<file path="config.mk">
export PLATFORM = sky130hd
export DESIGN_NAME = hsv_to_rgb_hexcone
export DESIGN_NICKNAME = d
export VERILOG_FILES = /design/src/hw/rtl/hsvr_pkg.sv /design/src/hw/rtl/hsvr_hue_split.sv /design/src/hw/rtl/hsv_to_rgb_hexcone.sv
export SDC_FILE = /design/constraint.sdc
export NUM_CORES = 2
export LEC_CHECK = 0
export BUFFER_PORTS_ARGS = -buffer_cell sky130_fd_sc_hd__buf_2
export CAP_MARGIN = 20
export CORE_MARGIN = 5
export CORE_UTILIZATION = 61
export CTS_BUF_LIST = sky130_fd_sc_hd__clkbuf_4
export CTS_CLUSTER_SIZE = 10
export DETAILED_ROUTE_END_ITERATION = 8
export PLACE_DENSITY = 0.81
export SLEW_MARGIN = 25
export SYNTH_ARGS = -nofsm -noshare
export SYNTH_HDL_FRONTEND = slang
export SYNTH_SLANG_ARGS = --single-unit
</file>
<file path="constraint.sdc">
create_clock -name clk_i -period 7.8 [get_ports clk_i]
set_clock_uncertainty 0.1 [all_clocks]
set_input_delay 0.39 -clock clk_i [delete_from_list [all_inputs] [get_ports clk_i]]
set_output_delay 0.39 -clock clk_i [all_outputs]
set_load 0.03 [all_outputs]
</file>
<file path="src/hw/rtl/hsvr_pkg.sv">
// ----------------------------------------------------------------------------
// hsvr_pkg: shared types and constants for the HSV to RGB converter
// Fixed-point formats, hue turn constants and the hue split record.
// ----------------------------------------------------------------------------
package hsvr_pkg;

  localparam int unsigned ChanW  = 17;  // s, v and rgb: 16 fraction bits
  localparam int unsigned HueW   = 17;  // signed, 12 fraction bits
  localparam int unsigned FracW  = 12;
  localparam int unsigned SectW  = 3;

  localparam logic [ChanW-1:0]   ChanOne  = 17'd65536;
  localparam logic [FracW:0]     FracOne  = 13'd4096;
  localparam logic signed [17:0] HueTurn  = 18'sd24576;
  localparam logic signed [17:0] HueLast  = 18'sd24575;

  typedef enum logic [SectW-1:0] {
    SecRedYel   = 3'd0,
    SecYelGrn   = 3'd1,
    SecGrnCyan  = 3'd2,
    SecCyanBlue = 3'd3,
    SecBlueMag  = 3'd4,
    SecMagRed   = 3'd5
  } sector_e;

  typedef struct packed {
    sector_e          sector;
    logic [FracW-1:0] frac;
  } hue_split_t;

endpackage

</file>
<file path="src/hw/rtl/hsvr_hue_split.sv">
// ----------------------------------------------------------------------------
// hsvr_hue_split: hue wrap, clamp and sector split
// Wraps the hue once into the turn, clamps what is left outside, and splits
// it into the sector number and the 12-bit fraction inside the sector.
// ----------------------------------------------------------------------------
module hsvr_hue_split (
  input  logic signed [hsvr_pkg::HueW-1:0] hue_i,
  output hsvr_pkg::hue_split_t             split_o
);
  import hsvr_pkg::*;

  logic signed [17:0] h_ext;
  logic signed [17:0] h_up;
  logic signed [17:0] h_wrap;
  logic signed [17:0] h_clamp;

  always_comb begin
    h_ext  = {hue_i[HueW-1], hue_i};
    h_up   = (h_ext < 18'sd0) ? h_ext + HueTurn : h_ext;
    h_wrap = (h_up >= HueTurn) ? h_up - HueTurn : h_up;
    if (h_wrap < 18'sd0) begin
      h_clamp = 18'sd0;
    end else if (h_wrap > HueLast) begin
      h_clamp = HueLast;
    end else begin
      h_clamp = h_wrap;
    end
    split_o.sector = sector_e'(h_clamp[14:12]);
    split_o.frac   = h_clamp[FracW-1:0];
  end

endmodule

</file>
<file path="src/hw/rtl/hsv_to_rgb_hexcone.sv">
// ----------------------------------------------------------------------------
// hsv_to_rgb_hexcone: HSV to RGB pixel converter, hexcone model
// Four-stage pipeline: hue split, saturation scaling, p/q/t products, select.
// ----------------------------------------------------------------------------
// Takes one pixel per clock while the output side is not stalled and
// returns its RGB value through the stage registers. Each stage holds one item
// and has its own valid bit; a stage takes a new item whenever it is empty
// or its item moves on, so bubbles close up under back-pressure. The two
// multiply stages (s*f, then v*(1-x) for p, q and t) are each followed by
// a register. Hue is signed with 12 fraction bits (4096 per
// sector) and is wrapped once into the turn, then clamped; saturation is
// clamped to 1.0; zero saturation yields gray (r = g = b = v).
module hsv_to_rgb_hexcone (
  input  logic                              clk_i,
  input  logic                              rst_ni,
  input  logic                              in_valid_i,
  output logic                              in_ready_o,
  input  logic signed [hsvr_pkg::HueW-1:0]  hue_i,
  input  logic        [hsvr_pkg::ChanW-1:0] saturation_i,
  input  logic        [hsvr_pkg::ChanW-1:0] brightness_i,
  output logic                              out_valid_o,
  input  logic                              out_ready_i,
  output logic        [hsvr_pkg::ChanW-1:0] red_o,
  output logic        [hsvr_pkg::ChanW-1:0] green_o,
  output logic        [hsvr_pkg::ChanW-1:0] blue_o
);
  import hsvr_pkg::*;

  // stage handshake
  logic valid1_q, valid2_q, valid3_q, valid4_q;
  logic valid1_d, valid2_d, valid3_d, valid4_d;
  logic rdy1, rdy2, rdy3, rdy4;

  assign rdy4 = !valid4_q || out_ready_i;
  assign rdy3 = !valid3_q || rdy4;
  assign rdy2 = !valid2_q || rdy3;
  assign rdy1 = !valid1_q || rdy2;

  assign valid1_d = rdy1 ? in_valid_i : valid1_q;
  assign valid2_d = rdy2 ? valid1_q   : valid2_q;
  assign valid3_d = rdy3 ? valid2_q   : valid3_q;
  assign valid4_d = rdy4 ? valid3_q   : valid4_q;

  always_ff @(posedge clk_i or negedge rst_ni) begin
    if (!rst_ni) begin
      valid1_q <= 1'b0;
      valid2_q <= 1'b0;
      valid3_q <= 1'b0;
      valid4_q <= 1'b0;
    end else begin
      valid1_q <= valid1_d;
      valid2_q <= valid2_d;
      valid3_q <= valid3_d;
      valid4_q <= valid4_d;
    end
  end

  assign in_ready_o  = rdy1;
  assign out_valid_o = valid4_q;

  // stage 1: hue split, saturation clamp
  hue_split_t       split;
  hue_split_t       split1_q;
  logic [ChanW-1:0] sat1_d, sat1_q, val1_q;
  logic             gray1_d, gray1_q;

  hsvr_hue_split u_hue_split (
    .hue_i   (hue_i),
    .split_o (split)
  );

  assign sat1_d  = (saturation_i > ChanOne) ? ChanOne : saturation_i;
  assign gray1_d = (saturation_i == '0);

  always_ff @(posedge clk_i) begin
    if (rdy1 && in_valid_i) begin
      split1_q <= split;
      sat1_q   <= sat1_d;
      val1_q   <= brightness_i;
      gray1_q  <= gray1_d;
    end
  end

  // stage 2: s*f and s*(1-f), 16 fraction bits, truncated
  logic [28:0]      prod_sf;
  logic [29:0]      prod_sfc;
  logic [ChanW-1:0] sf2_q, sfc2_q, sat2_q, val2_q;
  sector_e          sector2_q;
  logic             gray2_q;

  assign prod_sf  = 29'(sat1_q) * 29'(split1_q.frac);
  assign prod_sfc = 30'(sat1_q) * 30'(FracOne - {1'b0, split1_q.frac});

  always_ff @(posedge clk_i) begin
    if (rdy2 && valid1_q) begin
      sf2_q     <= prod_sf[28:12];
      sfc2_q    <= prod_sfc[28:12];
      sat2_q    <= sat1_q;
      val2_q    <= val1_q;
      sector2_q <= split1_q.sector;
      gray2_q   <= gray1_q;
    end
  end

  // stage 3: p, q, t = v * (1 - x), truncated
  logic [ChanW-1:0] om_s, om_sf, om_sfc;
  logic [33:0]      prod_p, prod_q, prod_t;
  logic [ChanW-1:0] p3_q, q3_q, t3_q, val3_q;
  sector_e          sector3_q;
  logic             gray3_q;

  assign om_s   = ChanOne - sat2_q;
  assign om_sf  = ChanOne - sf2_q;
  assign om_sfc = ChanOne - sfc2_q;

  assign prod_p = 34'(val2_q) * 34'(om_s);
  assign prod_q = 34'(val2_q) * 34'(om_sf);
  assign prod_t = 34'(val2_q) * 34'(om_sfc);

  always_ff @(posedge clk_i) begin
    if (rdy3 && valid2_q) begin
      p3_q      <= prod_p[32:16];
      q3_q      <= prod_q[32:16];
      t3_q      <= prod_t[32:16];
      val3_q    <= val2_q;
      sector3_q <= sector2_q;
      gray3_q   <= gray2_q;
    end
  end

  // stage 4: sector select into the output register
  logic [ChanW-1:0] red_d, green_d, blue_d;
  logic [ChanW-1:0] red_q, green_q, blue_q;

  always_comb begin
    if (gray3_q) begin
      red_d   = val3_q;
      green_d = val3_q;
      blue_d  = val3_q;
    end else begin
      case (sector3_q)
        SecRedYel: begin
          red_d = val3_q; green_d = t3_q;   blue_d = p3_q;
        end
        SecYelGrn: begin
          red_d = q3_q;   green_d = val3_q; blue_d = p3_q;
        end
        SecGrnCyan: begin
          red_d = p3_q;   green_d = val3_q; blue_d = t3_q;
        end
        SecCyanBlue: begin
          red_d = p3_q;   green_d = q3_q;   blue_d = val3_q;
        end
        SecBlueMag: begin
          red_d = t3_q;   green_d = p3_q;   blue_d = val3_q;
        end
        default: begin
          red_d = val3_q; green_d = p3_q;   blue_d = q3_q;
        end
      endcase
    end
  end

  always_ff @(posedge clk_i) begin
    if (rdy4 && valid3_q) begin
      red_q   <= red_d;
      green_q <= green_d;
      blue_q  <= blue_d;
    end
  end

  assign red_o   = red_q;
  assign green_o = green_q;
  assign blue_o  = blue_q;

endmodule
</file>
== Yosys cells after proc, flatten, opt, wreduce, memory -nomap -nowiden ==
Cells that the tools add are included.
Storage, ports and cells
  register bits: 249
  input bits: 55
  logic and storage cells: 73
  output and inout port bits: 53
Cells by class
  $mul: 5
  muxes and demuxes: 9
  magnitude comparators: 5
  eq/ne operators: 4
  add/subtract/negate cells: 6
  reduce and logical (&&, ||, !) cells: 19
Operator list (count)
  17-bit case mux with 3 select lines: 3
  17-bit by 17-bit multiplier with 33-bit output: 3
  17-bit two-way mux: 3
  17-bit subtractor, first input constant: 3
  18-bit two-way mux: 2
  17-bit by 12-bit multiplier with 29-bit output: 1
  18-bit by 14-bit multiplier with 29-bit output: 1
  17-bit by 16-bit adder with 18-bit output, second input constant: 1
  18-bit by 16-bit >= comparator with 1-bit output, second input constant: 1
  18-bit by 16-bit > comparator with 1-bit output, second input constant: 1
  18-bit by 1-bit less-than comparator with 1-bit output, second input constant: 1
  18-bit by 16-bit subtractor with 18-bit output, second input constant: 1
  17-bit > comparator, second input constant: 1
  17-bit zero test: 1
  17-bit by 1-bit less-than comparator with 1-bit output, second input constant: 1
  15-bit two-way mux: 1
  13-bit by 12-bit subtractor with 14-bit output, first input constant: 1
  2-bit OR reduction: 5
  3-bit by 2-bit == test with 1-bit output, second input constant: 2
  1-bit logical AND: 4
  1-bit zero test: 4
  1-bit logical OR: 4
  3-bit by 1-bit == test with 1-bit output, second input constant: 1
  3-bit == test, second input constant: 1
  3-bit zero test: 1

== Depth between registers and ports, before layout ==
  word-level depth: 6
  mapped depth: 31
  gate-level depth less buffers: 29

== Cells and area by module ==
A second synthesis with hierarchy kept.
Unflattened totals
  cells, all modules: 5381
  area total of the unflattened synthesis: 50628.6 um^2
By module, submodules not included
  hsv_to_rgb_hexcone: instances 1, sequential area each 7457.2 um^2, cells each 5298, area each 50063.0 um^2
  hsvr_hue_split: instances 1, sequential area each 0.0 um^2, cells each 83, area each 565.5 um^2

== Worst setup path before layout ==
No wires, ideal clock.
  kind: register -> register
  start: register sfc2_q[0]
  end: register t3_q[15] (data pin)
  setup slack: 2 ps
  buffers on the path: 2
  required time: 7543 ps
  cell stages (with the launch flop): 31
  arrival: 7541 ps
  library setup time: 157 ps
  cell sequence: edfxtp_1 -> clkbuf_1 -> inv_1 -> ha_1 -> nand2_1 -> or3_1 -> or3_1 -> xor2_1 -> clkbuf_1 -> nand2_1 -> fa_1 -> inv_1 -> fa_1 -> inv_1 -> fa_1 -> inv_1 -> fa_1 -> fa_1 -> inv_1 -> fa_1 -> inv_1 -> ha_1 -> a211oi_1 -> a21boi_0 -> o2111ai_1 -> a31oi_1 -> o2111ai_1 -> o21ai_1 -> o221a_2 -> or3_1 -> a32oi_1
On the way
  word-level cells in the longest chain between the ends: 2
RTL lines
  start, declared: RTL line hsv_to_rgb_hexcone.sv:87  | logic [ChanW-1:0] sf2_q, sfc2_q, sat2_q, val2_q;
  start signal, assigned: RTL line hsv_to_rgb_hexcone.sv:97  | sfc2_q <= prod_sfc[28:12];
  17-bit subtractor: RTL line hsv_to_rgb_hexcone.sv:114  | assign om_sfc = ChanOne - sfc2_q;
  17-bit by 17-bit multiplier with 33-bit output: RTL line hsv_to_rgb_hexcone.sv:118  | assign prod_t = 34'(val2_q) * 34'(om_sfc);
  net prod_t[31]: RTL line hsv_to_rgb_hexcone.sv:107  | logic [33:0] prod_p, prod_q, prod_t;
  end signal, assigned: RTL line hsv_to_rgb_hexcone.sv:124  | t3_q <= prod_t[32:16];
  end, declared: RTL line hsv_to_rgb_hexcone.sv:108  | logic [ChanW-1:0] p3_q, q3_q, t3_q, val3_q;
The timed path passes the listed nets, and every way through them passes these cells.
A chain may end at the register's enable or synchronous reset.

== Final worst setup path ==
  start: register sfc2_q[1]
  end: register t3_q[15] (data pin)
The elaborated chain is that of the path after synthesis.

==> flow_summary.toml <==
[critical_path]
slowest_stage = "fa_1"
worst_path_largest_cell_delay_ns = 0.54
rr_worst_depth = 29
cp-start-kind = "flip-flop"
critPathArrivalTime_ns = 8.18
r2r_slack_ns = 0.12
r2r_end = "t3_q[15]"
cp-endpoint = "t3_q[15]"
rr_startpoint = "sfc2_q[1]"
path_class = "flip-flop to flip-flop"
startpoint = "sfc2_q[1]"
worstSetupEndpointType = "flip-flop"
cp_max_fo = 7
crit_required_ns = 8.31

[yosys]
syn_inst = 5363
synth_fp_nets = 6862
synth_sequential_area_ratio_pct = 14.8
ys_types = 66
ys_ff_latch = 249
async_reset_ff_share_pct = 1.61
synth_edf_count = 245
ys_warn_count = 0
netlist.area_leader.share_pct = 38.6
ys.flop_type = "edfxtp_1"
avgSynthCellArea_um2 = 9.40
syn_area_mm2 = 0.0504
synthTopCellsByArea = "fa_1 39%, edfxtp_1 15%, ha_1 12%"
yosysTopAreaCell = "fa_1"

[clock_tree]
cts_buffer_depth = 3
cts_tree = "built"
cts_num_sinks = 249
cts_buffers = 68
root_buffer = "clkbuf_4"
cts.clk_slew.worst_paths_ns = 0.06
htreeDepth = 3
clk_latency_ns = 0.86

[floorplanning]
rows = 105
dieArea_mm2 = 0.0884
dieHeight_um = 297
start_util_pct = 61.5
fp.dieW_um = 297
io_pins = 108
core-area_mm2 = 0.0820

[timing]
slew_violations = 0
period_share_pct = 98.4
grt_setup_unrepaired = "yes"
min_period_ns = 7.68
fmax_ghz = 0.130
tightestPinTransition_ns = 1.15
hold_viol = 0
setup_violations = 0
slew_headroom_pct = 23.4

[placed_design]
dpl.cell_count = 6495
gp_congestion = 0.960
dp_hpwl_um = 105000
portBuffers = 107

[hold_path]
hold_class = "primary input to flip-flop"

[finish]
drive_gt1_share_pct = 8.87
nets = 7072
regArea_mm2 = 0.00746
fillCellCount = 6123
instances_no_fill = 6693
utilization_pct = 67.0
multi_input_area_mm2 = 0.0377
area_growth_pct = 9.08

[routing]
wl_um = 136000
drt-vias-per-instance = 5.73
drtIter0Drc = 2868
route.antenna.remaining_nets = 0
drt_pass1_iterations = 8
drcViolationCount = 0
vias = 38300
wire_per_inst_um = 20.4

[global_route]
antenna_found_initial = 11
grt_max_degree = 73
grt_pass1_vias = 41500
gr-total-overflow = 0
grt_use_total_pct = 31.0
grt_pass1_wl_um = 218000

[status]
status = "finished, final reports clean"

[flow_run]
max_cap_viol_count = 0
-- cell type report --
cell class	instances	area share (%)
repair buffers	394	5.49
inverters	1217	8.31
clock inverters	33	0.414
multi-input cells	3643	68.7
clock buffers	79	1.08
diodes	8	0.0364
flip-flops and latches	249	13.6
well taps	1070	2.44
-- logic make-up after synthesis --
kind of cell	synth area share [%]
xor gates and xnor gates	2.62
DFF	14.8
buffers and inverters	11.0
adders and majority gates	50.4
AOI/OAI and AO/OA	4.68
muxes	1.35
and+or+nand+nor	15.2
-- worst min-delay path by stage --
stage                   endpoint       startpoint  cells after the start  slack (ns)
global placement     out_valid_o           rst_ni                      1         0.1
floorplan            out_valid_o           rst_ni                      0      -0.006
detailed placement      valid1_q           rst_ni                      1         0.1
CTS                 split1_q[14]        hue_i[16]                      4        0.06
finish                 val1_q[2]  brightness_i[2]                      2        0.15
global route           val1_q[2]  brightness_i[2]                      2        0.11
-- critical path: cells and delay by family (launching register included) --
kind	cells	cell delay (ns)
simple gates	5	1.24
compound gates	8	1.58
flops	1	0.39
fa+ha+maj	8	3.46
buf+inv	7	0.57
xor+xnor	1	0.18
-- metal layers --
metal / vias up / GRT usage (%) / routed length [um]
met2: 2061 / 51.9 / 64700
met3: 558 / 6.20 / 13300
met1: 19100 / 38.2 / 49000
li1: 16600 / - / -
met5: - / 0 / 27
met4: 4 / 16.9 / 9340
-- what timing repair did --
action	CTS	global route
pin swaps	0	10
gates resized for setup	4	59
endpoints found under the setup margin	4	33
hold buffers	59	0
hold endpoints to repair	57	0
setup buffers	0	19
-- flip-flops by register name, summed over array words and instances (netlist names), 3 cells and up --
register,count
val2_q,17
val3_q,17
sf2_q,17
sat2_q,17
sector2_q,3
p3_q,17
sfc2_q,17
green_o,17
t3_q,17
q3_q,17
red_o,17
blue_o,17
val1_q,17
sat1_q,17
split1_q,15
sector3_q,3
-- through the flow --
step | TNS (ns) | area, um^2 | setup WS, ns | hold WS, ns
after detailed placement | 0 | 53000 | 0.000123 | 0.0997
after global placement | 0 | 53000 | 0.171 | 0.0975
final | 0 | 55000 | 0.121 | 0.146
after floorplan | 0 | 50400 | 0.00231 | -0.00559
after CTS | 0 | 54500 | 0.0165 | 0.0630
after global routing | -0.734 | 55000 | -0.156 | 0.114
-- synth_stat cells (all sizes together), types with 18 or more instances --
| master | count |
|---|---|
| ha | 472 |
| a21o | 33 |
| nor2b | 30 |
| a21oi | 116 |
| nor4 | 18 |
| xor2 | 43 |
| nor2 | 128 |
| o21ai | 54 |
| and2 | 463 |
| mux2i | 68 |
| edfxtp | 245 |
| nor3 | 30 |
| and3 | 18 |
| nand2 | 859 |
| inv | 1216 |
| o21a | 25 |
| clkbuf | 239 |
| o22a | 36 |
| xnor2 | 107 |
| fa | 972 |
-- cell usage in the layout, fill, tap and decap left out, drive strengths merged, types with 68 or more instances in the layout --
cell | synthesis | final
ha | 472 | 472
mux2i | 68 | 68
nand2 | 859 | 859
buf | 15 | 335
xnor2 | 107 | 107
nor2 | 128 | 128
clkbuf | 239 | 79
inv | 1216 | 1219
edfxtp | 245 | 245
fa | 972 | 972
a21oi | 116 | 116
and2 | 463 | 463
Power is left out: the tool's default activity adds up to more than one toggle a clock period on the data nets, which glitch-free logic cannot reach.
